===== src/rtl/lrb_pkg.sv =====
`timescale 1ns / 1ps
// Shared types, codes and constants for the link reconnect backoff block.
// No dependencies; used by lrb_next_state and link_reconnect_backoff_fsm_unit.
package lrb_pkg;

	localparam int DELAY_W       = 16;
	localparam int ATTEMPT_W     = 8;
	localparam int ACTION_W      = 3;
	localparam int LINK_W        = 2;
	localparam int CFG_IDX_W     = 3;
	localparam int USED_W        = 3;
	localparam int DELAY_REGS    = 4;
	localparam int DELAY_ENTRIES = 4;
	localparam int USED_MAX      = (DELAY_ENTRIES < DELAY_REGS) ? DELAY_ENTRIES : DELAY_REGS;
	localparam int IDX_W         = $clog2(DELAY_REGS);

	// Event codes
	localparam logic [ACTION_W-1:0] ACT_SET_WANTED   = 3'd0;
	localparam logic [ACTION_W-1:0] ACT_CONNECTED    = 3'd1;
	localparam logic [ACTION_W-1:0] ACT_DISCONNECTED = 3'd2;
	localparam logic [ACTION_W-1:0] ACT_FAILED       = 3'd3;
	localparam logic [ACTION_W-1:0] ACT_UNAVAILABLE  = 3'd4;
	localparam logic [ACTION_W-1:0] ACT_TICK         = 3'd5;

	// Link state codes
	localparam logic [LINK_W-1:0] LINK_OFF        = 2'd0;
	localparam logic [LINK_W-1:0] LINK_CONNECTING = 2'd1;
	localparam logic [LINK_W-1:0] LINK_CONNECTED  = 2'd2;

	// Configuration register indexes
	localparam logic [CFG_IDX_W-1:0] CFG_DELAY_FIRST  = 3'd0;
	localparam logic [CFG_IDX_W-1:0] CFG_DELAY_SECOND = 3'd1;
	localparam logic [CFG_IDX_W-1:0] CFG_DELAY_THIRD  = 3'd2;
	localparam logic [CFG_IDX_W-1:0] CFG_DELAY_FOURTH = 3'd3;
	localparam logic [CFG_IDX_W-1:0] CFG_DELAYS_USED  = 3'd4;

	// Reset values of the configuration registers
	localparam logic [DELAY_W-1:0] RST_DELAY_FIRST  = 16'd5;
	localparam logic [DELAY_W-1:0] RST_DELAY_SECOND = 16'd10;
	localparam logic [DELAY_W-1:0] RST_DELAY_THIRD  = 16'd20;
	localparam logic [DELAY_W-1:0] RST_DELAY_FOURTH = 16'd30;
	localparam logic [USED_W-1:0]  RST_DELAYS_USED  = 3'd4;

	localparam logic [ATTEMPT_W-1:0] ATTEMPT_MAX = '1;

	typedef logic [DELAY_REGS-1:0][DELAY_W-1:0] delay_tbl_t;

	typedef struct packed {
		logic [LINK_W-1:0]    link_state;
		logic                 wanted;
		logic [ATTEMPT_W-1:0] attempt;
		logic [DELAY_W-1:0]   next_delay;
		logic                 error_rec;
		logic [DELAY_W-1:0]   countdown;
		logic                 running;
	} lrb_state_t;

	typedef struct packed {
		logic changed;
		logic open_req;
		logic close_req;
		logic report;
	} lrb_flags_t;

endpackage


===== src/rtl/lrb_next_state.sv =====
`timescale 1ns / 1ps
// Next-state and event-flag logic of the reconnect controller, one event per call.
// Depends on lrb_pkg.
module lrb_next_state (
	input  lrb_pkg::lrb_state_t             cur,
	input  logic [lrb_pkg::ACTION_W-1:0]    action,
	input  logic                            want_value,
	input  logic                            reason_present,
	input  lrb_pkg::delay_tbl_t             delays,
	input  logic [lrb_pkg::USED_W-1:0]      delays_used,
	output lrb_pkg::lrb_state_t             nxt,
	output lrb_pkg::lrb_flags_t             flags
);
	import lrb_pkg::*;

	logic [USED_W-1:0]    used_eff;
	logic [USED_W-1:0]    last_idx;
	logic [IDX_W-1:0]     tbl_idx;
	logic [DELAY_W-1:0]   retry_delay;
	logic [ATTEMPT_W-1:0] attempt_inc;

	// Pick the retry delay: attempt count clamped to the last entry in use.
	always_comb begin
		used_eff = (delays_used > USED_W'(USED_MAX)) ? USED_W'(USED_MAX) : delays_used;
		if (used_eff == '0)
			used_eff = USED_W'(1);
		last_idx = used_eff - USED_W'(1);
		if (cur.attempt > ATTEMPT_W'(last_idx))
			tbl_idx = last_idx[IDX_W-1:0];
		else
			tbl_idx = cur.attempt[IDX_W-1:0];
		retry_delay = delays[tbl_idx];
		attempt_inc = (cur.attempt == ATTEMPT_MAX) ? cur.attempt : cur.attempt + ATTEMPT_W'(1);
	end

	always_comb begin
		nxt   = cur;
		flags = '0;
		unique case (action)
			ACT_SET_WANTED: begin
				nxt.wanted     = want_value;
				nxt.countdown  = '0;
				nxt.running    = 1'b0;
				nxt.attempt    = '0;
				nxt.next_delay = '0;
				nxt.error_rec  = 1'b0;
				nxt.link_state = want_value ? LINK_CONNECTING : LINK_OFF;
				flags.changed   = 1'b1;
				flags.open_req  = want_value;
				flags.close_req = !want_value;
			end
			ACT_CONNECTED: begin
				nxt.countdown  = '0;
				nxt.running    = 1'b0;
				nxt.attempt    = '0;
				nxt.next_delay = '0;
				nxt.error_rec  = 1'b0;
				nxt.link_state = LINK_CONNECTED;
				flags.changed  = 1'b1;
				flags.report   = (cur.attempt != '0) || cur.error_rec;
			end
			ACT_DISCONNECTED: begin
				if (!cur.wanted) begin
					nxt.link_state = LINK_OFF;
					flags.changed  = 1'b1;
				end else if (cur.link_state == LINK_CONNECTED) begin
					nxt.error_rec  = 1'b1;
					nxt.next_delay = retry_delay;
					nxt.attempt    = attempt_inc;
					nxt.countdown  = retry_delay;
					nxt.running    = 1'b1;
					nxt.link_state = LINK_CONNECTING;
					flags.changed  = 1'b1;
					flags.report   = 1'b1;
				end
			end
			ACT_FAILED: begin
				if (cur.wanted) begin
					nxt.error_rec  = reason_present;
					nxt.next_delay = retry_delay;
					nxt.attempt    = attempt_inc;
					nxt.countdown  = retry_delay;
					nxt.running    = 1'b1;
					nxt.link_state = LINK_CONNECTING;
					flags.changed  = 1'b1;
					flags.report   = 1'b1;
				end
			end
			ACT_UNAVAILABLE: begin
				if (cur.wanted && cur.link_state == LINK_CONNECTED) begin
					nxt.error_rec  = reason_present;
					nxt.next_delay = '0;
					nxt.link_state = LINK_CONNECTING;
					flags.changed  = 1'b1;
					flags.report   = 1'b1;
				end
			end
			ACT_TICK: begin
				if (cur.running) begin
					if (cur.countdown <= DELAY_W'(1)) begin
						nxt.countdown  = '0;
						nxt.running    = 1'b0;
						flags.open_req = cur.wanted && (cur.link_state != LINK_CONNECTED);
					end else begin
						nxt.countdown = cur.countdown - DELAY_W'(1);
					end
				end
			end
			default: begin
				// unused codes: hold everything
			end
		endcase
	end

endmodule


===== src/rtl/link_reconnect_backoff_fsm_unit.sv =====
`timescale 1ns / 1ps
// Top level of the link reconnect controller with a retry delay table.
// Depends on lrb_pkg and lrb_next_state.
//
// Usage:
//   Input channel (in_valid/in_ready) carries one event word: action,
//   want_value, reason_present. Output channel (out_valid/out_ready)
//   returns exactly one result word per event: link state, the four event
//   flags, next delay, attempt count and error flag after that event.
//   Config channel (cfg_valid/cfg_ready, cfg_index, cfg_data) writes the four
//   delays (indexes 0..3) and the entry count (index 4); cfg_ready is always
//   high. A zero entry count write is dropped; other indexes are ignored.
//   Pipeline: an accepted event passes the input register, then the result
//   register. Throughput: one event per cycle while out_ready stays high;
//   the whole update is one pass through the next-state logic between the
//   two registers, with the controller state written as the result is
//   loaded.
//   Reset: state goes to off/not wanted/all counters zero, delays to
//   5/10/20/30 seconds with four entries in use, both stages empty.
//   Stall: while out_ready is low the result holds, the input register holds
//   its word, and in_ready drops once that register is full too.
module link_reconnect_backoff_fsm_unit (
	input  logic                              clk,
	input  logic                              arst_n,
	// event channel
	input  logic                              in_valid,
	output logic                              in_ready,
	input  logic [lrb_pkg::ACTION_W-1:0]      action,
	input  logic                              want_value,
	input  logic                              reason_present,
	// result channel
	output logic                              out_valid,
	input  logic                              out_ready,
	output logic [lrb_pkg::LINK_W-1:0]        link_state_out,
	output logic                              state_changed,
	output logic                              open_request,
	output logic                              close_request,
	output logic                              report_message,
	output logic [lrb_pkg::DELAY_W-1:0]       next_delay_out,
	output logic [lrb_pkg::ATTEMPT_W-1:0]     attempt_out,
	output logic                              error_flag_out,
	// config channel
	input  logic                              cfg_valid,
	output logic                              cfg_ready,
	input  logic [lrb_pkg::CFG_IDX_W-1:0]     cfg_index,
	input  logic [lrb_pkg::DELAY_W-1:0]       cfg_data
);
	import lrb_pkg::*;

	// configuration registers
	delay_tbl_t         delays_q;
	logic [USED_W-1:0]  delays_used_q;

	// controller state
	lrb_state_t         st_q;

	// input stage
	logic                vld_s1;
	logic [ACTION_W-1:0] action_s1;
	logic                want_s1;
	logic                reason_s1;

	// result stage
	logic                vld_s2;
	lrb_state_t          res_st_s2;
	lrb_flags_t          res_fl_s2;

	// next-state logic outputs
	lrb_state_t          nxt_st;
	lrb_flags_t          nxt_fl;

	logic                adv;

	assign cfg_ready = 1'b1;

	// Advance the input word when the result register is empty or being taken.
	assign adv      = vld_s1 && (!vld_s2 || out_ready);
	assign in_ready = !vld_s1 || adv;

	// Config writes: delays take the full word, entry count takes three bits,
	// zero entry count is dropped.
	always_ff @(posedge clk or negedge arst_n) begin
		if (!arst_n) begin
			delays_q[0]   <= RST_DELAY_FIRST;
			delays_q[1]   <= RST_DELAY_SECOND;
			delays_q[2]   <= RST_DELAY_THIRD;
			delays_q[3]   <= RST_DELAY_FOURTH;
			delays_used_q <= RST_DELAYS_USED;
		end else if (cfg_valid && cfg_ready) begin
			unique case (cfg_index)
				CFG_DELAY_FIRST:  delays_q[0] <= cfg_data;
				CFG_DELAY_SECOND: delays_q[1] <= cfg_data;
				CFG_DELAY_THIRD:  delays_q[2] <= cfg_data;
				CFG_DELAY_FOURTH: delays_q[3] <= cfg_data;
				CFG_DELAYS_USED: begin
					if (cfg_data[USED_W-1:0] != '0)
						delays_used_q <= cfg_data[USED_W-1:0];
				end
				default: begin
					// unknown index: drop the write
				end
			endcase
		end
	end

	// Input register: valid bit reset, payload free-running on accept.
	always_ff @(posedge clk or negedge arst_n) begin
		if (!arst_n)
			vld_s1 <= 1'b0;
		else if (in_ready)
			vld_s1 <= in_valid;
	end

	always_ff @(posedge clk) begin
		if (in_valid && in_ready) begin
			action_s1 <= action;
			want_s1   <= want_value;
			reason_s1 <= reason_present;
		end
	end

	lrb_next_state u_next (
		.cur            (st_q),
		.action         (action_s1),
		.want_value     (want_s1),
		.reason_present (reason_s1),
		.delays         (delays_q),
		.delays_used    (delays_used_q),
		.nxt            (nxt_st),
		.flags          (nxt_fl)
	);

	// Controller state commits as the event's result is loaded.
	always_ff @(posedge clk or negedge arst_n) begin
		if (!arst_n) begin
			st_q <= '{link_state: LINK_OFF, wanted: 1'b0, attempt: '0, next_delay: '0,
			          error_rec: 1'b0, countdown: '0, running: 1'b0};
			vld_s2 <= 1'b0;
		end else begin
			if (adv) begin
				st_q   <= nxt_st;
				vld_s2 <= 1'b1;
			end else if (out_ready) begin
				vld_s2 <= 1'b0;
			end
		end
	end

	always_ff @(posedge clk) begin
		if (adv) begin
			res_st_s2 <= nxt_st;
			res_fl_s2 <= nxt_fl;
		end
	end

	assign out_valid      = vld_s2;
	assign link_state_out = res_st_s2.link_state;
	assign state_changed  = res_fl_s2.changed;
	assign open_request   = res_fl_s2.open_req;
	assign close_request  = res_fl_s2.close_req;
	assign report_message = res_fl_s2.report;
	assign next_delay_out = res_st_s2.next_delay;
	assign attempt_out    = res_st_s2.attempt;
	assign error_flag_out = res_st_s2.error_rec;

	// A stopped countdown always reads zero.
	a_idle_timer_zero: assert property (@(posedge clk) disable iff (!arst_n)
		!st_q.running |-> st_q.countdown == '0)
		else $error("countdown nonzero while stopped");

	// The retry timer only runs while the link is wanted.
	a_timer_needs_want: assert property (@(posedge clk) disable iff (!arst_n)
		st_q.running |-> st_q.wanted)
		else $error("retry timer running on an unwanted link");

	// An open request from expiry leaves the timer stopped.
	a_open_stops_timer: assert property (@(posedge clk) disable iff (!arst_n)
		(adv && nxt_fl.open_req && action_s1 == ACT_TICK) |=> !st_q.running)
		else $error("timer still running after retry fired");

	// A held input word keeps its payload until it moves on.
	a_s1_hold: assert property (@(posedge clk) disable iff (!arst_n)
		(vld_s1 && !adv) |=> (vld_s1 && $stable(action_s1) && $stable(want_s1)))
		else $error("input register changed while stalled");

endmodule


===== config.mk =====
export PLATFORM = sky130hd
export DESIGN_NAME = link_reconnect_backoff_fsm_unit
export DESIGN_NICKNAME = d
export VERILOG_FILES = /design/src/rtl/lrb_pkg.sv /design/src/rtl/lrb_next_state.sv /design/src/rtl/link_reconnect_backoff_fsm_unit.sv
export SDC_FILE = /design/constraint.sdc
export NUM_CORES = 1
export LEC_CHECK = 0
export BUFFER_PORTS_ARGS = -buffer_cell sky130_fd_sc_hd__buf_2
export CORE_MARGIN = 4
export CORE_UTILIZATION = 39
export DETAILED_ROUTE_END_ITERATION = 16
export PLACE_DENSITY = 0.66
export SKIP_LAST_GASP = 1
export SLEW_MARGIN = 20
export SYNTH_ARGS = -nofsm -noshare
export SYNTH_HDL_FRONTEND = slang
export SYNTH_HIERARCHICAL = 1
export SYNTH_SLANG_ARGS = --single-unit

===== constraint.sdc =====
create_clock -name clk -period 3.5 [get_ports clk]
set_input_delay 0 -clock clk [delete_from_list [all_inputs] [get_ports clk]]
set_output_delay 0 -clock clk [all_outputs]
set_load 0.05 [all_outputs]

-- Yosys cells after proc, flatten, opt, wreduce, memory -nomap -nowiden
Cells that the tools add are included.
- shifts and indexed selects: 0
- bitwise operators: 0
- divide/modulo/power cells: 0
- reductions and logical operators: 26
- add/sub/neg operators: 3
- magnitude comparators: 4
- equality and inequality tests: 16
- muxes and demuxes: 34
- $mul: 0
- operators by type and width (cell ; count):
    $pmux W17 S4 ; 2
    $mux W42 ; 3
    $mux W17 ; 2
    $bmux W16 S2 ; 1
    $mux W16 ; 2
    $pmux W8 S3 ; 1
    $le A16 B1 Y1 const B ; 1
    $sub A16 B1 Y16 const B ; 1
    $eq A3 B2 Y1 const B ; 4
    $mux W1 ; 11
    $mux W2 ; 5
    $pmux W2 S5 ; 1
    $reduce_and A2 Y1 ; 5
    $eq A3 B3 Y1 const B ; 3
    $logic_not A3 Y1 ; 3
    $add A8 B1 Y8 const B ; 1
    $eq A8 B8 Y1 const B ; 1
    $gt A8 B3 Y1 ; 1
    $mux W8 ; 1
    $ne A2 B2 Y1 const B ; 4
    $pmux W1 S4 ; 2
    $reduce_bool A8 Y1 ; 1
    $eq A3 B1 Y1 const B ; 2
    $mux W3 ; 2
    16 further kinds ; 23
- output and inout bits: 34
- logic and storage cells: 108
- memory bits (writable): 0
- memories: 0
- flip-flop bits (word level): 150
- bits in read-only memories: 0
- latch bits: 0

-- Longest topological paths before layout
- depth after elaboration: 12
- mapped depth: 17
- depth with buffers taken out: 12

-- By module
The synthesis kept the hierarchy.
- by module, submodules not included (module ; instances ; cells each ; area each (um2)):
    link_reconnect_backoff_fsm_unit ; 1 ; 289 ; 5440.2
    lrb_next_state ; 1 ; 467 ; 2925.3

-- Worst setup path after synthesis
No wires, ideal clock.
- kind: flip-flop to flip-flop
- start point: register delays_used_q[1]
- end point: register st_q[3] in the netlist's numbering
- stages on the path, launching flop included: 16
- data arrival time: 3.165 ns
- data required time: 3.375 ns
- slack: 0.210 ns
- path through: dfrtp_1 -> nor2b_1 -> clkbuf_1 -> nor2_1 -> clkbuf_1 -> inv_1 -> ha_1 -> nand2_1 -> o21ai_1 -> nand2_1 -> a21oi_1 -> buf_4 -> mux2i_1 -> o221ai_1 -> o32a_1 -> mux2_2
- RTL lines (item ; RTL line ; text):
    start, declared ; link_reconnect_backoff_fsm_unit.sv:52 ; logic [USED_W-1:0] delays_used_q;
    start signal, assigned ; link_reconnect_backoff_fsm_unit.sv:97 ; delays_used_q <= cfg_data[USED_W-1:0];
    end signal, assigned ; link_reconnect_backoff_fsm_unit.sv:136 ; st_q <= '{link_state: LINK_OFF, wanted: 1'b0, attempt: '0, next_delay: '0,
    end signal, assigned ; link_reconnect_backoff_fsm_unit.sv:141 ; st_q <= nxt_st;
    end, declared ; link_reconnect_backoff_fsm_unit.sv:55 ; lrb_state_t st_q;

==> qor.csv <==
stage,metric,value,unit
outcome,status,"complete, no violations",
sta,period_needed,3.26,ns
setup_path,crit_path_cell_trace,"a21o_1, inv_1, ha_1, nor2b_1, o21ai_1, nand2_1, a21oi_2, buf_12, mux2i_1, o221ai_1, o32a_1, mux2_2",
sta,fin_setup_tns,0,ns
synth,synthCells,756,
routing,wl,21300,µm
sta,finalSetupViolCount,0,
synth,synth.area.top_cells,"dfrtp_1 31%, mux2_2 15%, edfxtp_1 13%, mux2i_1 3.7%, dfstp_2 3.5%",
routing,dr.pass1.iters,5,
cts,htreeDepth,4,
setup_path,crit_path_max_fanout,20,
cts,clockBufferDepth,2,
grt,antenna_found_initial,0,
routing,vias,6538,
layout,syn_to_final_growth,18.4,%
min_path,worstHoldPathType,in -> reg,
sta,rsz0062_at_grt,no,
cts,clkSinkCount,150,
setup_path,critPathTopFamily,compound AO/OA/AOI/OAI gates,
grt,grt_first_pass_wirelength,34600,µm
cts,cts_tree,done,
die,pin_count,63,
synth,synth_flop_cell,dfrtp_1,
die,rows,53,
layout,antenna_cells,0,
setup_path,r2r_setup_slack,0.24,ns
synth,synth_warnings,6,
synth,synth_seq_cells,150,
layout,final_area,9900,µm²
synth,async_flop_share,0.760,
setup_path,cp.arrival,3.57,ns
placed_design,hpwlAfterDp,15100,µm
synth,syn_area,8370,µm²
layout,fill_cells,1966,
synth,synth-edff-count,36,
placed_design,dpl-instance-area,9050,µm²
synth,synth_cell_types,72,
synth,syn_area_per_cell,11.1,µm²
routing,via_per_inst,5.74,
synth,synth_common_cells,"110 x mux2_2, 103 x dfrtp_1, 62 x nand2_1, 48 x a21oi_1, 36 x edfxtp_1",
cts,root_buffer,clkbuf_16,
layout,final_layout_size_suffix_gt1_frac,0.318,
setup_path,worstReg2RegStart,delays_used_q[2],
sta,clock_skew,0.0205,ns
synth,ys_seq_area_frac,0.472,
die,die_h,154,µm
cts,clk_latency,0.44,ns
pwr,leakage,4.16,nW
placed_design,pre_cts_slack,0.271,ns
pwr,ir_worst_vdd,0.415,mV
sta,slew_headroom,0.399,
synth,synth_top_cell_by_area,dfrtp_1,
layout,fin_nets,887,
min_path,hold_path_startpoint,cfg_valid,
setup_path,critPathLaunch,delays_used_q[2],
grt,grt_max_degree,72,
placed_design,gp_congestion,0.955,
grt,grt.total_usage,0.182,
sta,final_max_slew_viol_count,0,
sta,fin_crit_sh,0.931,
sta,hold_viol,0,
cts,path_clk_slew,0.06,ns
grt,gr-total-overflow,0,
routing,wl_per_cell,18.7,µm
synth,synth_most_common_cell,mux2_2,
die,die_area,23900,µm²
sta,fmax,307,MHz
setup_path,critPathRequiredTime,3.81,ns
routing,first_iter_violations,763,
routing,drc,0,
setup_path,worst-path-buf-inv,2,
pwr,power.density,768,nW/µm²
flow_run,cap_violations,0,
setup_path,cp-start-kind,register,
synth,syn-num-nets,791,
setup_path,end_kind,register,
sta,worst_pin_slew,0.902,ns
die,core_area,21100,µm²
setup_path,path_class,reg -> reg,
die,die_w,154,µm
grt,first_global_vias,6321,
sta,setup_ws,0.241,ns
synth,synth_top_area_share,0.308,
setup_path,slowest_stage,dfstp_2,
setup_path,slowest_delay,0.53,ns
routing,drtAntennaViolNets,0,
cts,numCtsBuffers,17,
placed_design,io_buffers,61,
die,start_util,0.397,
worst paths after layout:
kind                               endpoint  cells after the start
setup / recovery                    st_q[3]                     12
hold / removal             delays_used_q[0]                      3
setup reg to reg                    st_q[3]                     12
hold reg to reg                delays_q[21]                      1
max in group asynchronous  delays_used_q[2]                      3
min in group asynchronous      delays_q[38]                      2
layout make-up:
class / count / area, µm² / area share
Inverter: 13 / 48.8 / 0.00493
Multi-Input combinational cell: 545 / 4110 / 0.415
Tap cell: 275 / 344 / 0.0347
Clock buffer: 23 / 520 / 0.0526
Clock inverter: 9 / 61.3 / 0.00619
Sequential cell: 150 / 3950 / 0.399
Timing Repair Buffer: 125 / 868 / 0.0877
tightest hold or removal path, delay by kind of cell:
family | cells | cell delay [ns]
AO/OA/AOI/OAI | 1 | 0.16
buffers and inverters | 1 | 0.12
AND/OR/NAND/NOR | 1 | 0.31
flip-flops by register name (all words and copies together), names as in the netlist, 2 cells and up:
name,flops
st_q,45
delays_q,64
attempt_out,8
action_s1,3
delays_used_q,3
link_state_out,2
next_delay_out,16
repair_timing:
item                       in CTS  in global routing
buffers inserted                0                  0
setup endpoints to repair       0                  1
hold buffers                   27                  0
resized for setup               0                  1
hold endpoints to repair      133                  0
metal layers:
metal  share of wire  track usage  wire length [µm]
met1            0.46        0.254              9920
met3           0.059       0.0442              1270
met2            0.46        0.278              9780
met5               0            0                 0
met4           0.017       0.0593               361
power breakdown:
group	total [mW]	internal [mW]	switching (mW)
registers	2.61	2.25	0.367
logic	3.20	1.33	1.87
clock network	1.79	1.05	0.741
total	7.61	4.62	2.98
kinds of logic after synthesis:
kind of cell,after synthesis,synth area share
compound gates,203,0.166
xor+xnor,1,0.00105
fa+ha+maj,6,0.00897
buf+inv,61,0.0375
flops,150,0.472
mux,142,0.188
other cells,1,0.000448
simple gates,192,0.127
through the flow:
stage	hold WS (ns)	instances	total power, mW	util
after floorplan	-0.296	756	4.78	-
after global placement	0.181	1081	5.72	0.429
after detailed placement	0.186	1081	5.76	0.429
after CTS	0.181	1140	7.60	0.470
after global routing	0.201	1140	8.03	0.470
final	0.198	1140	7.61	0.470
cells in the final DEF (no fill, tap or decap), types with 14 or more instances in the layout:
master	n
buf_2	60
nor2_1	34
mux2i_1	31
o21ai_0	35
edfxtp_1	36
dlygate4sd3_1	27
buf_4	37
clkbuf_16	19
mux2_2	110
a211oi_1	18
nand2_1	61
dfrtp_1	103
a22o_1	14
a21oi_1	46
Note: power is estimated with default switching activity, not from simulation.
